==> src/design/iet_pkg.sv <==
package iet_pkg;

    // button count of the mouse items
    localparam int NUM_BUTTONS = 3;

    // event slots of one job, emitted lowest first
    localparam int SLOT_KEY     = 0;
    localparam int SLOT_MOTION  = 1;
    localparam int SLOT_PRESS   = 2;
    localparam int SLOT_RELEASE = 3;
    localparam int SLOT_BUTTON0 = 4;
    localparam int NUM_SLOTS    = SLOT_BUTTON0 + NUM_BUTTONS;

    localparam int QUEUE_DEPTH = 2;
    localparam int QPTR_W      = $clog2(QUEUE_DEPTH);
    localparam int QCNT_W      = $clog2(QUEUE_DEPTH + 1);

    localparam logic [1:0] EVT_KEY    = 2'd0;
    localparam logic [1:0] EVT_MOTION = 2'd1;
    localparam logic [1:0] EVT_BUTTON = 2'd2;

    localparam logic KIND_KEY   = 1'b0;
    localparam logic KIND_MOUSE = 1'b1;

    localparam logic BTN_PRIMARY   = 1'b0;
    localparam logic BTN_SECONDARY = 1'b1;

    localparam logic [7:0] SPEED_RESET = 8'd8;

    localparam logic [2:0] REG_MOUSE_SPEED     = 3'd0;
    localparam logic [2:0] REG_CTRL_KEY        = 3'd1;
    localparam logic [2:0] REG_LEFT_KEY        = 3'd2;
    localparam logic [2:0] REG_RIGHT_KEY       = 3'd3;
    localparam logic [2:0] REG_UP_KEY          = 3'd4;
    localparam logic [2:0] REG_DOWN_KEY        = 3'd5;
    localparam logic [2:0] REG_PRIMARY_CLICK   = 3'd6;
    localparam logic [2:0] REG_SECONDARY_CLICK = 3'd7;

    typedef struct packed {
        logic [7:0] mouse_speed;
        logic [7:0] ctrl_key;
        logic [7:0] left_key;
        logic [7:0] right_key;
        logic [7:0] up_key;
        logic [7:0] down_key;
        logic [7:0] primary_click_key;
        logic [7:0] secondary_click_key;
    } cfg_t;

    typedef struct packed {
        logic [NUM_SLOTS-1:0]   mask;
        logic [7:0]             code;
        logic                   released;
        logic signed [15:0]     move_x;
        logic signed [15:0]     move_y;
        logic                   click_btn;
        logic [NUM_BUTTONS-1:0] buttons;
    } job_t;

endpackage

==> src/design/iet_front.sv <==
module iet_front (
    input  logic                              aclk,
    input  logic                              aresetn,
    input  iet_pkg::cfg_t                     cfg,
    input  logic                              s_valid,
    output logic                              s_ready,
    input  logic                              s_kind,
    input  logic [7:0]                        s_key_code,
    input  logic                              s_key_released,
    input  logic signed [15:0]                s_mouse_dx,
    input  logic signed [15:0]                s_mouse_dy,
    input  logic [iet_pkg::NUM_BUTTONS-1:0]   s_mouse_buttons,
    input  logic                              q_full,
    output logic                              push,
    output iet_pkg::job_t                     push_job
);
    import iet_pkg::*;

    logic                   ctrl_held_reg, ctrl_held_next;
    logic [NUM_BUTTONS-1:0] button_state_reg, button_state_next;
    logic                   accept;
    logic                   ctrl_now;
    logic [15:0]            speed16;
    logic [15:0]            neg_speed;
    job_t                   job;

    assign s_ready   = !q_full;
    assign accept    = s_valid && !q_full;
    assign speed16   = {8'd0, cfg.mouse_speed};
    assign neg_speed = 16'd0 - speed16;
    assign ctrl_now  = (s_key_code == cfg.ctrl_key) ? !s_key_released : ctrl_held_reg;

    always_comb begin
        job = '0;
        if (s_kind == KIND_KEY) begin
            job.mask[SLOT_KEY] = 1'b1;
            job.code           = s_key_code;
            job.released       = s_key_released;
            if (ctrl_now && !s_key_released) begin
                if (s_key_code == cfg.left_key) begin
                    job.mask[SLOT_MOTION] = 1'b1;
                    job.move_x            = neg_speed;
                end else if (s_key_code == cfg.right_key) begin
                    job.mask[SLOT_MOTION] = 1'b1;
                    job.move_x            = speed16;
                end else if (s_key_code == cfg.up_key) begin
                    job.mask[SLOT_MOTION] = 1'b1;
                    job.move_y            = neg_speed;
                end else if (s_key_code == cfg.down_key) begin
                    job.mask[SLOT_MOTION] = 1'b1;
                    job.move_y            = speed16;
                end else if (s_key_code == cfg.primary_click_key) begin
                    job.mask[SLOT_PRESS]   = 1'b1;
                    job.mask[SLOT_RELEASE] = 1'b1;
                    job.click_btn          = BTN_PRIMARY;
                end else if (s_key_code == cfg.secondary_click_key) begin
                    job.mask[SLOT_PRESS]   = 1'b1;
                    job.mask[SLOT_RELEASE] = 1'b1;
                    job.click_btn          = BTN_SECONDARY;
                end
            end
        end else begin
            if (s_mouse_dx != 16'sd0 || s_mouse_dy != 16'sd0) begin
                job.mask[SLOT_MOTION] = 1'b1;
                job.move_x            = s_mouse_dx;
                job.move_y            = s_mouse_dy;
            end
            job.mask[SLOT_BUTTON0 +: NUM_BUTTONS] = s_mouse_buttons ^ button_state_reg;
            job.buttons                           = s_mouse_buttons;
        end
    end

    // items with no event update state only
    assign push     = accept && (job.mask != '0);
    assign push_job = job;

    always_comb begin
        ctrl_held_next    = ctrl_held_reg;
        button_state_next = button_state_reg;
        if (accept) begin
            if (s_kind == KIND_KEY) begin
                ctrl_held_next = ctrl_now;
            end else begin
                button_state_next = s_mouse_buttons;
            end
        end
    end

    always_ff @(posedge aclk) begin
        if (!aresetn) begin
            ctrl_held_reg    <= 1'b0;
            button_state_reg <= '0;
        end else begin
            ctrl_held_reg    <= ctrl_held_next;
            button_state_reg <= button_state_next;
        end
    end

endmodule

==> src/design/iet_queue.sv <==
module iet_queue (
    input  logic          aclk,
    input  logic          aresetn,
    input  logic          push,
    input  iet_pkg::job_t push_job,
    output logic          full,
    input  logic          pop,
    output logic          q_valid,
    output iet_pkg::job_t q_job
);
    import iet_pkg::*;

    job_t              entry_reg [QUEUE_DEPTH];
    logic [QPTR_W-1:0] wr_ptr_reg, wr_ptr_next;
    logic [QPTR_W-1:0] rd_ptr_reg, rd_ptr_next;
    logic [QCNT_W-1:0] count_reg, count_next;
    logic              do_push, do_pop;

    assign full    = (count_reg == QCNT_W'(QUEUE_DEPTH));
    assign q_valid = (count_reg != '0);
    assign q_job   = entry_reg[rd_ptr_reg];
    assign do_push = push && !full;
    assign do_pop  = pop && q_valid;

    always_comb begin
        wr_ptr_next = wr_ptr_reg;
        rd_ptr_next = rd_ptr_reg;
        count_next  = count_reg;
        if (do_push) begin
            wr_ptr_next = (wr_ptr_reg == QPTR_W'(QUEUE_DEPTH - 1)) ? '0 : wr_ptr_reg + 1'b1;
        end
        if (do_pop) begin
            rd_ptr_next = (rd_ptr_reg == QPTR_W'(QUEUE_DEPTH - 1)) ? '0 : rd_ptr_reg + 1'b1;
        end
        if (do_push && !do_pop) begin
            count_next = count_reg + 1'b1;
        end else if (do_pop && !do_push) begin
            count_next = count_reg - 1'b1;
        end
    end

    always_ff @(posedge aclk) begin
        if (!aresetn) begin
            wr_ptr_reg <= '0;
            rd_ptr_reg <= '0;
            count_reg  <= '0;
        end else begin
            wr_ptr_reg <= wr_ptr_next;
            rd_ptr_reg <= rd_ptr_next;
            count_reg  <= count_next;
        end
    end

    always_ff @(posedge aclk) begin
        if (do_push) begin
            entry_reg[wr_ptr_reg] <= push_job;
        end
    end

endmodule

==> src/design/iet_back.sv <==
module iet_back (
    input  logic               aclk,
    input  logic               aresetn,
    input  logic               q_valid,
    input  iet_pkg::job_t      q_job,
    output logic               pop,
    output logic               m_valid,
    input  logic               m_ready,
    output logic [1:0]         m_event_type,
    output logic [7:0]         m_event_code,
    output logic               m_action,
    output logic signed [15:0] m_move_x,
    output logic signed [15:0] m_move_y,
    output logic               m_last
);
    import iet_pkg::*;

    logic [NUM_SLOTS-1:0] mask_reg, mask_next;
    job_t                 job_reg, job_next;
    logic                 m_valid_reg, m_valid_next;
    logic [1:0]           type_reg, type_next;
    logic [7:0]           code_reg, code_next;
    logic                 action_reg, action_next;
    logic signed [15:0]   move_x_reg, move_x_next;
    logic signed [15:0]   move_y_reg, move_y_next;
    logic                 last_reg, last_next;

    logic [NUM_SLOTS-1:0] sel_bit;
    logic [NUM_SLOTS-1:0] rest;
    logic                 out_free;
    logic                 emit;

    // lowest pending slot goes next
    assign sel_bit  = mask_reg & (~mask_reg + 1'b1);
    assign rest     = mask_reg & ~sel_bit;
    assign out_free = !m_valid_reg || m_ready;
    assign emit     = out_free && (mask_reg != '0);
    assign pop      = q_valid && ((mask_reg == '0) || (emit && rest == '0));

    always_comb begin
        type_next   = type_reg;
        code_next   = code_reg;
        action_next = action_reg;
        move_x_next = move_x_reg;
        move_y_next = move_y_reg;
        last_next   = last_reg;
        if (emit) begin
            type_next   = EVT_BUTTON;
            code_next   = '0;
            action_next = 1'b0;
            move_x_next = '0;
            move_y_next = '0;
            last_next   = (rest == '0);
            if (sel_bit[SLOT_KEY]) begin
                type_next   = EVT_KEY;
                code_next   = job_reg.code;
                action_next = job_reg.released;
            end else if (sel_bit[SLOT_MOTION]) begin
                type_next   = EVT_MOTION;
                move_x_next = job_reg.move_x;
                move_y_next = job_reg.move_y;
            end else if (sel_bit[SLOT_PRESS]) begin
                code_next = {7'd0, job_reg.click_btn};
            end else if (sel_bit[SLOT_RELEASE]) begin
                code_next   = {7'd0, job_reg.click_btn};
                action_next = 1'b1;
            end else begin
                for (int i = 0; i < NUM_BUTTONS; i++) begin
                    if (sel_bit[SLOT_BUTTON0 + i]) begin
                        code_next   = 8'(i);
                        action_next = !job_reg.buttons[i];
                    end
                end
            end
        end
    end

    always_comb begin
        mask_next    = emit ? rest : mask_reg;
        job_next     = job_reg;
        m_valid_next = m_valid_reg;
        if (pop) begin
            mask_next = q_job.mask;
            job_next  = q_job;
        end
        if (emit) begin
            m_valid_next = 1'b1;
        end else if (m_ready) begin
            m_valid_next = 1'b0;
        end
    end

    always_ff @(posedge aclk) begin
        if (!aresetn) begin
            mask_reg    <= '0;
            m_valid_reg <= 1'b0;
        end else begin
            mask_reg    <= mask_next;
            m_valid_reg <= m_valid_next;
        end
    end

    always_ff @(posedge aclk) begin
        job_reg    <= job_next;
        type_reg   <= type_next;
        code_reg   <= code_next;
        action_reg <= action_next;
        move_x_reg <= move_x_next;
        move_y_reg <= move_y_next;
        last_reg   <= last_next;
    end

    assign m_valid      = m_valid_reg;
    assign m_event_type = type_reg;
    assign m_event_code = code_reg;
    assign m_action     = action_reg;
    assign m_move_x     = move_x_reg;
    assign m_move_y     = move_y_reg;
    assign m_last       = last_reg;

endmodule

==> src/design/input_event_translator.sv <==
// Input event translator: keyboard and mouse words in, window-manager
// event words out, in order.
// Input channel (s_*): one word per keyboard or mouse item, valid/ready.
// Output channel (m_*): one event per word, m_last marks the final event
// caused by an input word. A key word gives 1 to 3 events, a mouse word
// 0 to 4; a mouse word that changes nothing gives no event at all.
// Config: APB-style port, eight 8-bit registers at byte offsets 4*i;
// writes land on the access cycle, pready is tied high, reads return data.
// Path: an accepted word goes into the queue, then the back end's job
// register, then the output register. Throughput: one event per cycle
// while the back end's single output register is free; it sets that.
// The front end classifies and updates control/button state at accept and
// queues a job (2 deep); the back end walks the job's event slots.
// Reset: control not held, all buttons released, mouse_speed 8, key codes
// 0, queue and output empty.
// Receiver stall: the output word holds; the queue fills, then s_ready
// drops until the back end drains.
module input_event_translator (
    input  logic                              aclk,
    input  logic                              aresetn,
    // configuration port
    input  logic                              psel,
    input  logic                              penable,
    input  logic                              pwrite,
    input  logic [4:0]                        paddr,
    input  logic [31:0]                       pwdata,
    output logic [31:0]                       prdata,
    output logic                              pready,
    // input words
    input  logic                              s_valid,
    output logic                              s_ready,
    input  logic                              s_kind,
    input  logic [7:0]                        s_key_code,
    input  logic                              s_key_released,
    input  logic signed [15:0]                s_mouse_dx,
    input  logic signed [15:0]                s_mouse_dy,
    input  logic [iet_pkg::NUM_BUTTONS-1:0]   s_mouse_buttons,
    // event words
    output logic                              m_valid,
    input  logic                              m_ready,
    output logic [1:0]                        m_event_type,
    output logic [7:0]                        m_event_code,
    output logic                              m_action,
    output logic signed [15:0]                m_move_x,
    output logic signed [15:0]                m_move_y,
    output logic                              m_last
);
    import iet_pkg::*;

    cfg_t       cfg_reg, cfg_next;
    logic       cfg_wr;
    logic [2:0] reg_idx;
    logic [7:0] rd_val;

    logic       q_full, push, pop, q_valid;
    job_t       push_job, q_job;

    assign pready  = 1'b1;
    assign reg_idx = paddr[4:2];
    assign cfg_wr  = psel && penable && pwrite && pready;

    // register write
    always_comb begin
        cfg_next = cfg_reg;
        if (cfg_wr) begin
            case (reg_idx)
                REG_MOUSE_SPEED:     cfg_next.mouse_speed         = pwdata[7:0];
                REG_CTRL_KEY:        cfg_next.ctrl_key            = pwdata[7:0];
                REG_LEFT_KEY:        cfg_next.left_key            = pwdata[7:0];
                REG_RIGHT_KEY:       cfg_next.right_key           = pwdata[7:0];
                REG_UP_KEY:          cfg_next.up_key              = pwdata[7:0];
                REG_DOWN_KEY:        cfg_next.down_key            = pwdata[7:0];
                REG_PRIMARY_CLICK:   cfg_next.primary_click_key   = pwdata[7:0];
                REG_SECONDARY_CLICK: cfg_next.secondary_click_key = pwdata[7:0];
                default:             cfg_next = cfg_reg;
            endcase
        end
    end

    // register read
    always_comb begin
        case (reg_idx)
            REG_MOUSE_SPEED:     rd_val = cfg_reg.mouse_speed;
            REG_CTRL_KEY:        rd_val = cfg_reg.ctrl_key;
            REG_LEFT_KEY:        rd_val = cfg_reg.left_key;
            REG_RIGHT_KEY:       rd_val = cfg_reg.right_key;
            REG_UP_KEY:          rd_val = cfg_reg.up_key;
            REG_DOWN_KEY:        rd_val = cfg_reg.down_key;
            REG_PRIMARY_CLICK:   rd_val = cfg_reg.primary_click_key;
            REG_SECONDARY_CLICK: rd_val = cfg_reg.secondary_click_key;
            default:             rd_val = '0;
        endcase
    end

    assign prdata = {24'd0, rd_val};

    always_ff @(posedge aclk) begin
        if (!aresetn) begin
            cfg_reg <= '{mouse_speed: SPEED_RESET, default: 8'd0};
        end else begin
            cfg_reg <= cfg_next;
        end
    end

    // front end: accept, classify, update state
    iet_front u_front (
        .aclk            (aclk),
        .aresetn         (aresetn),
        .cfg             (cfg_reg),
        .s_valid         (s_valid),
        .s_ready         (s_ready),
        .s_kind          (s_kind),
        .s_key_code      (s_key_code),
        .s_key_released  (s_key_released),
        .s_mouse_dx      (s_mouse_dx),
        .s_mouse_dy      (s_mouse_dy),
        .s_mouse_buttons (s_mouse_buttons),
        .q_full          (q_full),
        .push            (push),
        .push_job        (push_job)
    );

    // job queue between the two halves
    iet_queue u_queue (
        .aclk     (aclk),
        .aresetn  (aresetn),
        .push     (push),
        .push_job (push_job),
        .full     (q_full),
        .pop      (pop),
        .q_valid  (q_valid),
        .q_job    (q_job)
    );

    // back end: one event per cycle into the output register while it is free
    iet_back u_back (
        .aclk         (aclk),
        .aresetn      (aresetn),
        .q_valid      (q_valid),
        .q_job        (q_job),
        .pop          (pop),
        .m_valid      (m_valid),
        .m_ready      (m_ready),
        .m_event_type (m_event_type),
        .m_event_code (m_event_code),
        .m_action     (m_action),
        .m_move_x     (m_move_x),
        .m_move_y     (m_move_y),
        .m_last       (m_last)
    );

endmodule
==> config.mk <==
export PLATFORM = sky130hd
export DESIGN_NAME = input_event_translator
export DESIGN_NICKNAME = d
export VERILOG_FILES = /design/src/design/iet_pkg.sv /design/src/design/iet_front.sv /design/src/design/iet_queue.sv /design/src/design/iet_back.sv /design/src/design/input_event_translator.sv
export SDC_FILE = /design/constraint.sdc
export NUM_CORES = 1
export LEC_CHECK = 0
export ABC_AREA = 1
export BUFFER_PORTS_ARGS = -buffer_cell sky130_fd_sc_hd__buf_2
export CELL_PAD_IN_SITES_DETAIL_PLACEMENT = 1
export CELL_PAD_IN_SITES_GLOBAL_PLACEMENT = 1
export CORE_MARGIN = 10
export CORE_UTILIZATION = 45
export DETAILED_ROUTE_END_ITERATION = 8
export PLACE_DENSITY_LB_ADDON = 0.05
export SLEW_MARGIN = 20
export SYNTH_ARGS = -nofsm -noshare
export SYNTH_HDL_FRONTEND = slang
export SYNTH_SLANG_ARGS = --single-unit
==> constraint.sdc <==
create_clock -name aclk -period 6.9 [get_ports aclk]
set_input_delay 1.38 -clock aclk [delete_from_list [all_inputs] [get_ports aclk]]
set_output_delay 1.38 -clock aclk [all_outputs]
set_load 0.02 [all_outputs]
==> summary.md, run 1 <==
| Metric | Value |
|---|---|
| Status | finished clean |
| Clock sinks | between 200 and 300 |
| PortBufs | 116 |
| Synth Warn # | 0 |
| Crit path arrival time | 2.74 ns |
| P_int | around 0.0036 W |
| DIE AREA | between 30000 and 40000 µm² |
| HP Class | register to register |
| CP required | around 5.5 ns |
| WS Path Type | input port to primary output |
| Max-cap violations | 0 |
| Max VDD drop | 0.163 mV |
| R2R depth | 9 |
| Slew HR | 39.5% |
| Inserted Clock Buffers | 30 |
| Post-Synthesis Cells | around 1200 |
| Power Dens Cells | ~390 nW/µm² |
| First-pass GRT wire length | a little over 50 mm |
| Antenna Cells | 0 |
| Min cycle time layout | 4.12 ns |
| Post-Route WL | roughly 33 mm |
| GR Overflow Total | 0 |
| Final hold slack | between 0.4 and 0.5 ns |
| Sequential area share after synthesis | between 60% and 70% |
| Post-synth top cells | edfxtp_1 (191), nand2_1 (151), nor2_1 (145), inv_1 (128), o21ai_0 (91) |
| Post-synth EDFFs | ~190 |
| Synthesis-stage register bit count | around 270 |
| Sw power | ~0.0017 W |
| Average size of a mapped cell | 10.2 µm² |
| Row Count | 60 |
| Mapped cell area | 12100 µm² |
| Most used DFF post-synth | edfxtp_1 |
| Worst-path fanout max | 8 |
| Clk root buf | clkbuf_16 |
| Placer Congestion | slightly above 0.9 |
| Largest family of logic cells by synthesized area | simple AND/OR/NAND/NOR gates |
| Max FFs per register | between 100 and 150 |
| H-tree levels | 1 |
| Initial antenna violation count | 0 |
| Setup crit end kind | primary output |
| CP Launch Type | input port |
| Gr usage total | 19.4% |
| Most common cell in the netlist | edfxtp_1 |
| Initial core utilization | a little under half |
| Layout overhead on the synthesized area | 14.0% |
| XOR/XNOR Fraction of Synth Area | roughly 2.3% |
| RR Startpoint | u_back.mask_reg[0] |
| Worst Setup SP | paddr[3] |
| Layout cells sized above 1 | between 20 and 25% |
| DPL Wire Length | roughly 24 mm |
| Skew final | 0.0185 ns |
| Drt initial violations | 506 |
| Post-synth ARST share | 0% |
| Final period util | about 60% |
| Top cells by area, synth | edfxtp_1 (47%), dfxtp_1 (13%), mux2_2 (4.7%) |
| Number of global-route vias before repair | between 9000 and 10000 |
| Sw Ratio | 32.5% |
| Largest net degree at the start of global routing | 72 |
| Part of the power in registers | 46.5% |
| Top-Level Pins | approximately 170 |
| Synth top area share | 47.2% |
| Clock buffer depth | 3 |
| TNS Setup | 0 ns |
| Die width | 184 µm |
| RSZ-0062 raised after global routing | false |
| Logic pwr share | between 20 and 30% |
| Worst R2R Setup Slack | approximately 4.3 ns |
| Placeable Area | between 20000 and 30000 µm² |
| Clock transition at path regs | about 0.05 ns |
| Final Setup Violations | 0 |
| Post-CTS Setup Repair Bufs | 0 |
| Post-CTS resize count | 0 |
| Clock power share | about 28% |
| Detailed-route vias per instance | roughly 5.2 |
| Worst Tran Pin Value | roughly 0.9 ns |
| CTS tree | done |
| DRT antenna net count | 0 |
| Worst setup path endpoint | prdata[6] |
| Post-Synth Simple-Gate Area | 14.2% |
| Multiplexer area fraction after synthesis | 4.81% |
| Pre-antenna DRT Iters | 5 |
| Reg-to-reg endpoint | u_back.mask_reg[2] |
| Die height | 184 µm |
| Final nets | 1391 |
| Skew-Pair Late Insertion Delay | ~0.55 ns |
| Placed insts | ~1600 |
| Final Hold Violating Endpoints | 0 |
| CTS Hold Bufs | 0 |
| Slew Limit Fails | 0 |
| Synth Area in Adders | less than 1% |
| Leak pwr | between 5 and 6 nW |
| Routed len/inst | between 15 and 20 µm |
| Synth Area in Compound Gates | about 9.7% |
| Area leader, netlist | edfxtp_1 |
| Post-synth cell types | 42 |
| Vias | between 8000 and 9000 |
| DR DRC count | 0 |
| Final std cells w/o fill | about 1700 |
| Util after Layout | 51.8% |
| Max Clk Rate | 243 MHz |
-- placed cells by master, fill, tap and decap left out, drive strengths merged, types with 18 or more instances in the layout --
cell    instances
edfxtp        191
inv           158
nor2          157
nand2         156
buf           122
o21ai         109
dfxtp          81
a21oi          60
mux2           51
clkbuf         46
nand3          38
conb           25
nand4          22
o22ai          20
xnor2          18
-- cells by family after synthesis --
| logic type | count (synthesis) |
|---|---|
| mux | 52 |
| xor+xnor | 32 |
| compound gates | 214 |
| simple gates | 388 |
| fa+ha+maj | 2 |
| buf+inv | 224 |
| other cells | 2 |
| flops | 272 |
-- area by class of cell --
class | instances | area, µm²
Clock buffer | 46 | 862
Fill cell | 3021 | 12900
Sequential cell | 272 | 7360
Tap cell | 341 | 427
Clock inverter | 9 | 68.8
Multi-Input combinational cell | 713 | 3890
Inverter | 161 | 611
Timing Repair Buffer | 122 | 626
-- metal layers --
metal	global-route usage, %	wire (µm)
met2	33.1	16300
met5	0	0
met4	5.90	840
met1	24.8	14500
met3	3.09	1700
-- critical path: stages --
cell and delay, ns:
buf_2 0.15, inv_2 0.11, nor3_2 0.06, inv_2 0.18, nor2_1 0.06, a221oi_1 0.35, o211ai_1 0.23, buf_2 0.22
-- worst min path at each step --
stage | startpoint | depth (start not counted) | slack, ns | end
after floorplan | u_queue.count_reg[1] | 2 | 0.45 | u_queue.count_reg[1]
final | u_front.button_state_reg[0] | 2 | 0.48 | u_front.button_state_reg[0]
after global routing | u_front.button_state_reg[0] | 2 | 0.51 | u_front.button_state_reg[0]
after detailed placement | u_front.button_state_reg[0] | 2 | 0.48 | u_front.button_state_reg[0]
after global placement | u_front.button_state_reg[1] | 2 | 0.46 | u_front.button_state_reg[1]
after CTS | u_front.button_state_reg[0] | 2 | 0.48 | u_front.button_state_reg[0]
-- stage by stage --
step	cell area (µm²)	total power (W)	setup slack, ns
detailed placement	12900	0.00391	2.58
floorplan	12200	0.00343	1.04
finish	13800	0.00536	2.78
global placement	12900	0.00386	2.61
global route	13800	0.00566	2.72
CTS	13800	0.00543	2.77
-- power by group through the flow --
stage | registers (W) | clock network [W] | logic (W)
finish | 0.00249 | 0.00151 | 0.00136
global route | 0.00253 | 0.00161 | 0.00152
CTS | 0.00250 | 0.00154 | 0.00139
detailed placement | 0.00253 | 0 | 0.00139
global placement | 0.00251 | 0 | 0.00135
floorplan | 0.00265 | 0 | 0.000782
(Power assumes the default switching activity.)
==> run 2, diff against run 1 <==
Settings changed: CORE_UTILIZATION 45 to 41.
Clock period 6.9 ns to 3.6 ns, I/O delays scaled along.
==> run 2 against run 1 <==
Net effect: via count fell by 1.5%; final area rose by 0.96%; sequential cell count did not move; sequential share of layout area fell by 0.50 points; wire length rose by 1.4%; first-iteration DRC count fell by 19%; final cell count rose by 2.9%.
==> summary.md, run 2 (synthesis results as in run 1) <==
| Metric | Value |
|---|---|
| Sw power | 0.00338 W (was 0.00174 W) |
| DR DRC count | 0 (unchanged) |
| Number of global-route vias before repair | 9079 (was 9210) |
| Vias | 8603 (was 8733) |
| Max Clk Rate | roughly 360 MHz |
| Final Setup Violations | 0 (unchanged) |
| Worst path max stage delay | 0.25 ns (was 0.35 ns) |
| CP required | 2.88 ns (was 5.52 ns) |
| Worst Setup SP | paddr[3] (unchanged) |
| H-tree levels | 1 (unchanged) |
| Gr usage total | 18.0% (was 19.4%) |
| Commonest cells after routing, fill and taps aside | edfxtp_1 (191), nand2_1 (151), nor2_1 (145) (unchanged) |
| PortBufs | 116 (unchanged) |
| Util after Layout | 48.3% (was 51.8%) |
| Setup crit end kind | primary output (unchanged) |
| CP Launch Type | input port (unchanged) |
| First-pass GRT wire length | 51.9 mm (was 51.5 mm) |
| Dpl ws | 0.674 ns (was 2.58 ns) |
| Initial core utilization | 42.0% (was 45.4%) |
| Antenna Cells | 0 (unchanged) |
| Layout overhead on the synthesized area | 15.1% (was 14.0%) |
| Status | finished clean (unchanged) |
| Hold path start | u_front.button_state_reg[2] (was u_front.button_state_reg[0]) |
| Top-Level Pins | 168 (unchanged) |
| Most common cell after layout, fill and taps aside | edfxtp_1 (unchanged) |
| CTS tree | done (unchanged) |
| Leak pwr | 5.63 nW (was 5.58 nW) |
| Die width | 192 µm (was 184 µm) |
| Inserted Clock Buffers | 29 (was 30) |
| Slew HR | 32.6% (was 39.5%) |
| Clock transition at path regs | 0.06 ns (was 0.05 ns) |
| CTS Hold Bufs | 0 (unchanged) |
| Slew Limit Fails | 0 (unchanged) |
| Max FFs per register | 102 (unchanged) |
| Worst-path fanout max | 6 (was 8) |
| Max VDD drop | 0.419 mV (was 0.163 mV) |
| Part of the power in registers | 45.3% (was 46.5%) |
| HP Class | register to register (unchanged) |
| Power Dens Cells | 746 nW/µm² (was 387 nW/µm²) |
| P_int | 0.00705 W (was 0.00361 W) |
| Routed len/inst | 19.7 µm (was 20.0 µm) |
| Hold Crit Depth | 2 (unchanged) |
| WS Path Type | input port to primary output (unchanged) |
| Final nets | 1397 (was 1391) |
| Skew final | 0.0105 ns (was 0.0185 ns) |
| Final period util | between 70 and 80% |
| Clock buffer depth | 3 (unchanged) |
| Clock power share | 29.0% (was 28.1%) |
| Layout cells sized above 1 | 21.1% (was 20.8%) |
| Final Hold Violating Endpoints | 0 (unchanged) |
| Placeable Area | 28900 µm² (was 26700 µm²) |
| DRT antenna net count | 0 (unchanged) |
| Crit path arrival time | 2.05 ns (was 2.74 ns) |
| CP max-delay cell | nor3_4 (was a221oi_1) |
| Critical path, cell by cell | buf_2 > inv_2 > nor3_4 > inv_2 > o22ai_1 > a21oi_1 > o211ai_1 > buf_2 (was buf_2 > inv_2 > nor3_2 > inv_2 > nor2_1 > a221oi_1 > o211ai_1 > buf_2) |
| GR Overflow Total | 0 (unchanged) |
| Logic pwr share | 25.7% (was 25.4%) |
| DIE AREA | 36900 µm² (was 34000 µm²) |
| Placed insts | 1659 (was 1609) |
| TNS Setup | 0 ns (unchanged) |
| Max-cap violations | 0 (unchanged) |
| Clk root buf | clkbuf_16 (unchanged) |
| Row Count | 62 (was 60) |
| Drt initial violations | 408 (was 506) |
| Worst Tran Pin Value | 1.01 ns (was 0.907 ns) |
| Largest net degree at the start of global routing | 50 (was 72) |
| Post-CTS resize count | 0 (unchanged) |
| Initial antenna violation count | 0 (unchanged) |
| Post-CTS Setup Repair Bufs | 0 (unchanged) |
| RR Startpoint | u_back.mask_reg[0] (unchanged) |
| Fin worst setup slack | 0.828 ns (was 2.78 ns) |
| Skew-Pair Late Insertion Delay | 0.55 ns (about the same) |
| Placer Congestion | 0.874 (was 0.914) |
| RSZ-0062 raised after global routing | false (unchanged) |
| DPL Wire Length | 24.5 mm (was 23.7 mm) |
| Die height | 192 µm (was 184 µm) |
| R2R depth | 13 (was 9) |
| Post-Route WL | 33.7 mm (was 33.2 mm) |
| Min cycle time layout | about 2.8 ns |
| Sw Ratio | 32.4% (was 32.5%) |
| Final std cells w/o fill | 1713 (was 1664) |
| Detailed-route vias per instance | 5.02 (was 5.25) |
| Clock sinks | 272 (unchanged) |
| Pre-antenna DRT Iters | 5 (unchanged) |
-- run 2: metal layers --
| layer | global-route usage (%) | share of wire, % | vias to the layer above |
|---|---|---|---|
| met5 | 0 | 0 | - |
| met4 | 4.35 | 1.9 | 0 |
| met3 | 2.48 | 4.5 | 40 |
| met2 | 31.8 | 50 | 147 |
| met1 | 22.7 | 44 | 4199 |
| li1 | - | - | 4217 |
-- run 2: critical path, delay by kind of cell --
kind	cells	cell delay [ns]
and+or+nand+nor	1	0.25
AOI/OAI and AO/OA	3	0.47
buffers and inverters	4	0.62
-- run 2: power by group through the flow --
| stage | clock network [W] | logic (W) | registers (W) |
|---|---|---|---|
| 6_report | 0.00302 | 0.00268 | 0.00473 |
| 5_1_grt | 0.00322 | 0.00297 | 0.00482 |
| 4_1_cts | 0.00310 | 0.00276 | 0.00474 |
| 3_5_place_dp | 0 | 0.00273 | 0.00480 |
| 3_3_place_gp | 0 | 0.00270 | 0.00476 |
| 2_1_floorplan | 0 | 0.00150 | 0.00507 |
-- run 2: metrics by stage --
stage	hold slack [ns]	power [W]	instance area (µm²)
after floorplan	0.452	0.00657	12200
after global placement	0.462	0.00746	13000
after detailed placement	0.471	0.00753	13000
after CTS	0.465	0.0106	14000
after global routing	0.481	0.0110	14000
final	0.477	0.0104	14000
-- run 2: layout make-up --
cell class / instances / area [µm²]
clock inverters: 10 / 150
fillers: 3276 / 15000
flip-flops and latches: 272 / 7360
inverters: 161 / 609
clock buffers: 44 / 802
well taps: 384 / 480
repair buffers: 129 / 678
multi-input cells: 713 / 3900
-- run 2: worst paths after layout --
kind	end	slack [ns]
min reg2reg	u_front.button_state_reg[2]	0.48
min	u_front.button_state_reg[2]	0.48
max	prdata[3]	0.83
max reg2reg	u_queue.count_reg[1]	1.09
